`config.mk`:
```
export PLATFORM = sky130hd
export DESIGN_NAME = json_scalar_validator_top
export DESIGN_NICKNAME = d
export VERILOG_FILES = /design/src/rtl/jsv_pkg.sv /design/src/rtl/jsv_parse.sv /design/src/rtl/json_scalar_validator_top.sv
export SDC_FILE = /design/constraint.sdc
export NUM_CORES = 1
export LEC_CHECK = 0
export BUFFER_PORTS_ARGS = -buffer_cell sky130_fd_sc_hd__buf_2
export CAP_MARGIN = 20
export CORE_MARGIN = 2
export CORE_UTILIZATION = 56
export CTS_CLUSTER_SIZE = 40
export DETAILED_ROUTE_END_ITERATION = 7
export PLACE_DENSITY = 0.73
export SLEW_MARGIN = 20
export SYNTH_ARGS = -nofsm -noshare
export SYNTH_HDL_FRONTEND = slang
export SYNTH_HIERARCHICAL = 1
export SYNTH_SLANG_ARGS = --single-unit
```
`constraint.sdc`:
```
create_clock -name aclk -period 7.1 [get_ports aclk]
set_input_delay 0 -clock aclk [delete_from_list [all_inputs] [get_ports aclk]]
set_output_delay 0 -clock aclk [all_outputs]
set_load 0.005 [all_outputs]
```
`src/rtl/jsv_pkg.sv`:
```
// Shared types, codes and character helpers for the JSON scalar validator.
// No dependencies; imported by every module of the block.
package jsv_pkg;

    // Parse phases, one-hot
    typedef enum logic [10:0] {
        PH_LEAD  = 11'b000_0000_0001,
        PH_LIT   = 11'b000_0000_0010,
        PH_SIGN  = 11'b000_0000_0100,
        PH_ZERO  = 11'b000_0000_1000,
        PH_INT   = 11'b000_0001_0000,
        PH_DOT   = 11'b000_0010_0000,
        PH_FRAC  = 11'b000_0100_0000,
        PH_EXPE  = 11'b000_1000_0000,
        PH_ESIGN = 11'b001_0000_0000,
        PH_EXP   = 11'b010_0000_0000,
        PH_TRAIL = 11'b100_0000_0000
    } phase_t;

    // Verdict status codes
    localparam logic [1:0] ST_OK      = 2'd0;
    localparam logic [1:0] ST_EXPECT  = 2'd1;
    localparam logic [1:0] ST_INVALID = 2'd2;
    localparam logic [1:0] ST_ROOT    = 2'd3;

    // Value kinds
    localparam logic [1:0] KIND_NULL   = 2'd0;
    localparam logic [1:0] KIND_FALSE  = 2'd1;
    localparam logic [1:0] KIND_TRUE   = 2'd2;
    localparam logic [1:0] KIND_NUMBER = 2'd3;

    localparam logic [7:0] CH_NUL = 8'h00;

    typedef struct packed {
        logic [1:0] status;
        logic [1:0] value_kind;
    } verdict_t;

    function automatic logic is_ws(input logic [7:0] b);
        return (b == 8'h20) || (b == 8'h09) || (b == 8'h0A) || (b == 8'h0D);
    endfunction

    function automatic logic is_digit(input logic [7:0] b);
        return (b >= 8'h30) && (b <= 8'h39);
    endfunction

    function automatic logic [2:0] lit_len(input logic [1:0] kind);
        return (kind == KIND_FALSE) ? 3'd5 : 3'd4;
    endfunction

    // Literal text; kind NUMBER folds onto null as in kind mod 3
    function automatic logic [7:0] lit_char(input logic [1:0] kind, input logic [2:0] pos);
        logic [7:0] c;
        c = CH_NUL;
        case (kind)
            KIND_FALSE: begin
                case (pos)
                    3'd0:    c = "f";
                    3'd1:    c = "a";
                    3'd2:    c = "l";
                    3'd3:    c = "s";
                    3'd4:    c = "e";
                    default: c = CH_NUL;
                endcase
            end
            KIND_TRUE: begin
                case (pos)
                    3'd0:    c = "t";
                    3'd1:    c = "r";
                    3'd2:    c = "u";
                    3'd3:    c = "e";
                    default: c = CH_NUL;
                endcase
            end
            default: begin
                case (pos)
                    3'd0:    c = "n";
                    3'd1:    c = "u";
                    3'd2:    c = "l";
                    3'd3:    c = "l";
                    default: c = CH_NUL;
                endcase
            end
        endcase
        return c;
    endfunction

endpackage

```
`src/rtl/jsv_parse.sv`:
```
// Parse state machine of the JSON scalar validator: phase, literal position,
// kind and error registers, stepped once per byte. Depends on jsv_pkg.
module jsv_parse import jsv_pkg::*; (
    input  logic       aclk,
    input  logic       aresetn,
    input  logic       step,
    input  logic [7:0] char_byte,
    output verdict_t   verdict
);

    phase_t     phase_reg, phase_next;
    logic [2:0] lit_pos_reg, lit_pos_next;
    logic [1:0] kind_reg, kind_next;
    logic [1:0] err_reg, err_next;

    logic [2:0] lit_pos_inc;
    logic       b_ws, b_dig;

    assign lit_pos_inc = lit_pos_reg + 3'd1;
    assign b_ws        = is_ws(char_byte);
    assign b_dig       = is_digit(char_byte);

    // verdict for a terminator byte
    always_comb begin
        verdict.status     = ST_EXPECT;
        verdict.value_kind = KIND_NULL;
        if (err_reg != ST_OK) begin
            verdict.status = err_reg;
        end else begin
            unique case (phase_reg) inside
                PH_ZERO, PH_INT, PH_FRAC, PH_EXP, PH_TRAIL: begin
                    verdict.status     = ST_OK;
                    verdict.value_kind = kind_reg;
                end
                PH_LIT, PH_SIGN, PH_DOT, PH_EXPE, PH_ESIGN: begin
                    verdict.status = ST_INVALID;
                end
                default: verdict.status = ST_EXPECT;
            endcase
        end
    end

    always_comb begin
        phase_next   = phase_reg;
        lit_pos_next = lit_pos_reg;
        kind_next    = kind_reg;
        err_next     = err_reg;
        if (char_byte == CH_NUL) begin
            phase_next   = PH_LEAD;
            lit_pos_next = 3'd0;
            kind_next    = KIND_NULL;
            err_next     = ST_OK;
        end else if (err_reg == ST_OK) begin
            unique case (phase_reg)
                PH_LIT: begin
                    if (lit_pos_reg < lit_len(kind_reg) &&
                        char_byte == lit_char(kind_reg, lit_pos_reg)) begin
                        lit_pos_next = lit_pos_inc;
                        if (lit_pos_inc >= lit_len(kind_reg)) phase_next = PH_TRAIL;
                    end else begin
                        err_next = ST_INVALID;
                    end
                end
                PH_SIGN: begin
                    if (char_byte == "0")  phase_next = PH_ZERO;
                    else if (b_dig)        phase_next = PH_INT;
                    else                   err_next   = ST_INVALID;
                end
                PH_ZERO, PH_INT: begin
                    if (phase_reg == PH_INT && b_dig) phase_next = PH_INT;
                    else if (char_byte == ".")        phase_next = PH_DOT;
                    else if (char_byte == "e" || char_byte == "E") phase_next = PH_EXPE;
                    else if (b_ws)                    phase_next = PH_TRAIL;
                    else                              err_next   = ST_INVALID;
                end
                PH_DOT: begin
                    if (b_dig) phase_next = PH_FRAC;
                    else       err_next   = ST_INVALID;
                end
                PH_FRAC: begin
                    if (b_dig)                                     phase_next = PH_FRAC;
                    else if (char_byte == "e" || char_byte == "E") phase_next = PH_EXPE;
                    else if (b_ws)                                 phase_next = PH_TRAIL;
                    else                                           err_next   = ST_INVALID;
                end
                PH_EXPE: begin
                    if (char_byte == "+" || char_byte == "-") phase_next = PH_ESIGN;
                    else if (b_dig)                           phase_next = PH_EXP;
                    else                                      err_next   = ST_INVALID;
                end
                PH_ESIGN: begin
                    if (b_dig) phase_next = PH_EXP;
                    else       err_next   = ST_INVALID;
                end
                PH_EXP: begin
                    if (b_dig)     phase_next = PH_EXP;
                    else if (b_ws) phase_next = PH_TRAIL;
                    else           err_next   = ST_INVALID;
                end
                PH_TRAIL: begin
                    if (!b_ws) err_next = ST_ROOT;
                end
                default: begin
                    // leading whitespace; stray codes land here too
                    if (b_ws) begin
                        phase_next = PH_LEAD;
                    end else if (char_byte == "n" || char_byte == "f" ||
                                 char_byte == "t") begin
                        kind_next    = (char_byte == "n") ? KIND_NULL :
                                       (char_byte == "f") ? KIND_FALSE : KIND_TRUE;
                        lit_pos_next = 3'd1;
                        phase_next   = PH_LIT;
                    end else begin
                        kind_next = KIND_NUMBER;
                        if (char_byte == "-")      phase_next = PH_SIGN;
                        else if (char_byte == "0") phase_next = PH_ZERO;
                        else if (b_dig)            phase_next = PH_INT;
                        else begin
                            phase_next = PH_LEAD;
                            err_next   = ST_INVALID;
                        end
                    end
                end
            endcase
        end
    end

    always_ff @(posedge aclk) begin
        if (!aresetn) begin
            phase_reg   <= PH_LEAD;
            lit_pos_reg <= 3'd0;
            kind_reg    <= KIND_NULL;
            err_reg     <= ST_OK;
        end else if (step) begin
            phase_reg   <= phase_next;
            lit_pos_reg <= lit_pos_next;
            kind_reg    <= kind_next;
            err_reg     <= err_next;
        end
    end

endmodule

```
`src/rtl/json_scalar_validator_top.sv`:
```
// Top level of the JSON scalar validator: input beat register, parse state
// machine and verdict register. Depends on jsv_pkg and jsv_parse.
//
// Usage:
//   s_ channel: one byte of JSON text per beat in s_tdata[7:0]. A zero byte
//   ends the text. All other bytes produce no output beat.
//   m_ channel: one verdict beat per terminator byte. m_tdata[1:0] is the
//   status (ok, expect value, invalid value, root not singular) and
//   m_tdata[3:2] the kind (null, false, true, number; zero unless ok).
//   Throughput: one byte per cycle, stepped by the parse state machine,
//   sustained while no terminator waits on a pending verdict (see Stall).
//   Path: a terminator is held in the input beat register, then its
//   verdict is registered in the verdict register, which drives m_tvalid.
//   Reset (aresetn low, synchronous): both beat registers empty, parser back
//   to the leading whitespace phase; s_tready is high straight after.
//   Stall: while a verdict waits on m_tready low, non-terminator bytes keep
//   flowing; a second terminator holds in the input register and s_tready
//   drops until the pending verdict is taken.
//   After each verdict the parser starts afresh on the next byte.
module json_scalar_validator_top import jsv_pkg::*; (
    input  logic       aclk,
    input  logic       aresetn,
    // input byte stream
    input  logic       s_tvalid,
    output logic       s_tready,
    input  logic [7:0] s_tdata,   // [7:0] char_byte
    // verdict stream
    output logic       m_tvalid,
    input  logic       m_tready,
    output logic [7:0] m_tdata    // [1:0] status, [3:2] value_kind, [7:4] zero
);

    logic       in_valid_reg;
    logic [7:0] in_byte_reg;
    logic       out_valid_reg;
    verdict_t   out_verdict_reg;

    verdict_t   verdict;
    logic       in_is_term;
    logic       out_free;
    logic       step;

    assign in_is_term = (in_byte_reg == CH_NUL);
    // verdict register can take a new beat this cycle
    assign out_free   = !out_valid_reg || m_tready;
    // parser consumes the held byte; a terminator needs room for its verdict
    assign step       = in_valid_reg && (!in_is_term || out_free);
    assign s_tready   = !in_valid_reg || step;

    always_ff @(posedge aclk) begin
        if (!aresetn) begin
            in_valid_reg <= 1'b0;
        end else if (s_tready) begin
            in_valid_reg <= s_tvalid;
        end
    end

    always_ff @(posedge aclk) begin
        if (s_tready && s_tvalid) begin
            in_byte_reg <= s_tdata;
        end
    end

    jsv_parse u_parse (
        .aclk      (aclk),
        .aresetn   (aresetn),
        .step      (step),
        .char_byte (in_byte_reg),
        .verdict   (verdict)
    );

    always_ff @(posedge aclk) begin
        if (!aresetn) begin
            out_valid_reg <= 1'b0;
        end else if (out_free) begin
            out_valid_reg <= step && in_is_term;
        end
    end

    always_ff @(posedge aclk) begin
        if (out_free && step && in_is_term) begin
            out_verdict_reg <= verdict;
        end
    end

    assign m_tvalid = out_valid_reg;
    assign m_tdata  = {4'b0000, out_verdict_reg.value_kind, out_verdict_reg.status};

endmodule

```
==> metrics.md <==
| Metric | Value |
|---|---|
| Syn avg cell area | `roughly 8 µm²` |
| CP arrival | `3.49 ns` |
| Top_reg_cell synth | `dfxtp_1` |
| CP max FO | `18` |
| First-pass GRT wire length | `approximately 13000 µm` |
| Initial DRC Count | `331` |
| Worst Setup End Kind | `register` |
| Worst min path class | `input port to register` |
| Peak supply drop | `approximately 0.14 mV` |
| Total GRT Usage | `27.2%` |
| Max FFs per register | `11` |
| WHS Path Cells | `3` |
| Leading area contributor after synthesis | `dfxtp_1` |
| Mapped Area | `roughly 0.003 mm²` |
| Worst reg-to-reg path cell count | `10` |
| Die Y | `76.8 µm` |
| Diode count | `0` |
| CP Class | `register to register` |
| Routed WL | `8040 µm` |
| EDFF count, synth | `12` |
| Antenna violations before repair | `0` |
| CTS Buf Count | `5` |
| Vias in the first global route | `around 2700` |
| Hold WS | `0.0199 ns` |
| Post-CTS Repair Setup Buffers | `0` |
| Top-area cell type share of the netlist area | `13.5%` |
| CTS tree | `done` |
| CTS Sinks | `32` |
| RR Endpoint | `u_parse/phase_reg[1]` |
| Chip Width | `76.8 µm` |
| CTS clock-pin slew for the worst setup and hold paths | `around 0.07 ns` |
| Die ar. | `between 0.005 and 0.006 mm²` |
| Post-Synthesis Cells | `around 380` |
| Starting Density | `between 50% and 60%` |
| HP Start | `s_tvalid` |
| Hold Crit Endpoint | `in_valid_reg` |
| MaxCap Viol Count | `0` |
| Via density | `approximately 6.8` |
| Slew Limit Fails | `0` |
| WL/cell | `17.8 µm` |
| Power Dens Cells | `approximately 140 mW/mm²` |
| GP Congestion | `around 0.94` |
| Register area share after synthesis | `around 26%` |
| Clock root cell | `clkbuf_8` |
| Netlist cell types | `73` |
| Row cnt | `26` |
| Status | `finished, final reports clean` |
| Reg-to-Reg Start | `u_parse/kind_reg[0]` |
| Largest net degree at the start of global routing | `32` |
| CTS H-tree lvls | `2` |
| Ratio of final minimum period to clock period | `between 40% and 50%` |
| Clock tree buffer depth | `2` |
| Area growth syn-to-layout | `8.02%` |
| Core footprint | `just over 0.005 mm²` |
| Skew-Pair Late Insertion Delay | `a little under 0.3 ns` |
| Final setup fails | `0` |
| FF+latch count, synth | `32` |
| Relative slew slack | `about a third` |
| Crit start category | `register` |
| Reg-to-reg slack, setup | `slightly below 4 ns` |
| Layout cells sized above 1 | `between 10% and 20%` |
| RSZ-0062 raised after global routing | `false` |
| Yosys synthesis warning count | `6` |
| Crit path time final | `3.26 ns` |
| Total grt overflow | `0` |
| Num ports | `22` |
| Final Skew | `0.00503 ns` |
| Drt pass-1 iters | `5` |
| Layout net count | `about 400` |
| FMAX | `0.307 GHz` |
| DRC | `0` |
| Largest cells by area after synthesis | `dfxtp_1 (14%), edfxtp_1 (12%), ha_1 (3.8%)` |
| CP Data Required Time | `between 7 and 8 ns` |
| Setup TNS | `0 ns` |
| Dpl hpwl | `about 5700 µm` |
| Static leakage | `between 1 and 1.5 nW` |
| Routed Antenna Nets | `0` |
| Via count | `between 3000 and 4000` |
| Design Power | `approximately 0.46 mW` |
| Fin. Hold Viols | `0` |
| Worst-margin pin slew | `around 1.0 ns` |
| Port bufs | `17` |
| Synth async-reset ratio | `0%` |
[through the flow]
stage	instance area, µm²	std cells	setup slack (ns)	util, %
finish	3200	452	3.84	62.7
floorplan	2980	380	4.28	-
global placement	3010	436	4.00	58.9
detailed placement	3010	436	3.89	58.9
CTS	3200	452	3.88	62.7
global route	3200	452	3.64	62.7
[what timing repair did]
item	in CTS	in global routing
endpoints found under the hold margin	8	0
hold buffers	8	0
endpoints found under the setup margin	0	0
gates resized for setup	0	0
[report_power, final]
part	total, mW	switching [mW]	internal (mW)
sequential	0.211	0.0145	0.196
combinational	0.0673	0.0371	0.0301
clock	0.178	0.0746	0.104
total	0.457	0.126	0.330
[final cells by class]
type | instances | area, µm²
timing repair buffer | 25 | 165
sequential | 32 | 761
inverter | 14 | 52.6
clock inverter | 3 | 42.5
fill | 467 | 1910
tap | 70 | 87.6
clock buffer | 5 | 68.8
multi-input combinational | 303 | 2020
[worst max-delay path by stage]
stage | startpoint | to | slack (ns) | cells past startpoint
after detailed placement | u_parse/kind_reg[0] | u_parse/phase_reg[1] | 3.89 | 10
after CTS | u_parse/kind_reg[0] | u_parse/phase_reg[1] | 3.88 | 10
after global routing | u_parse/kind_reg[0] | u_parse/phase_reg[5] | 3.64 | 10
final | u_parse/kind_reg[0] | u_parse/phase_reg[1] | 3.84 | 10
after global placement | u_parse/kind_reg[0] | u_parse/phase_reg[1] | 4.00 | 10
after floorplan | u_parse/kind_reg[0] | u_parse/phase_reg[1] | 4.28 | 11
[Yosys cell counts, drive strengths merged (5+ instances only)]
master   n
or3      7
o22ai    6
nand4   15
a21boi   5
a211o    6
nor2b   11
nand3   18
edfxtp  12
a21oi   13
nor4    15
buf     10
nor2    25
a31oi    5
dfxtp   20
nand2b   9
nand2   26
nor4b    5
o21ai   16
inv     14
nand4b   7
a21o     5
and3     5
clkbuf  21
ha       9
nor3    16
[worst max-delay path: stages (launching register included)]
cell and delay (ns):
dfxtp_1 0.37, inv_1 0.06, ha_1 0.46, a211o_1 0.35
a221oi_1 0.36, a211oi_1 0.11, nor4_1 0.30, nand4_1 0.23
a21bo_2 0.36, or4_1 0.52, nand2_1 0.07
[cell usage in the layout, fill, tap and decap left out, types with 8 or more instances in the layout]
cell type       n
nand2_1        26
nor2_1         25
dfxtp_1        20
nand3_1        18
buf_2          17
nand4_1        15
inv_1          14
nor3_1         14
o21ai_0        14
edfxtp_1       12
nor4_1         12
a21oi_1        12
nor2b_1        11
nand2b_1        9
ha_1            9
dlygate4sd3_1   8
[cell families after synthesis]
| logic type | after synthesis | share of synthesized area [%] |
|---|---|---|
| simple gates | 185 | 37.7 |
| compound gates | 98 | 24.1 |
| buf+inv | 45 | 6.42 |
| flops | 32 | 25.7 |
| fa+ha+maj | 9 | 3.80 |
| xor+xnor | 5 | 1.48 |
| mux | 2 | 0.718 |
| other cells | 1 | 0.127 |
[metal layers]
metal  global-route usage (%)  part of all wire [%]
met1                     38.1                    45
met5                        0                     0
met4                     10.2                   2.4
met3                     4.47                   7.5
met2                     41.9                    45
Power figures use the tool's default switching activity.
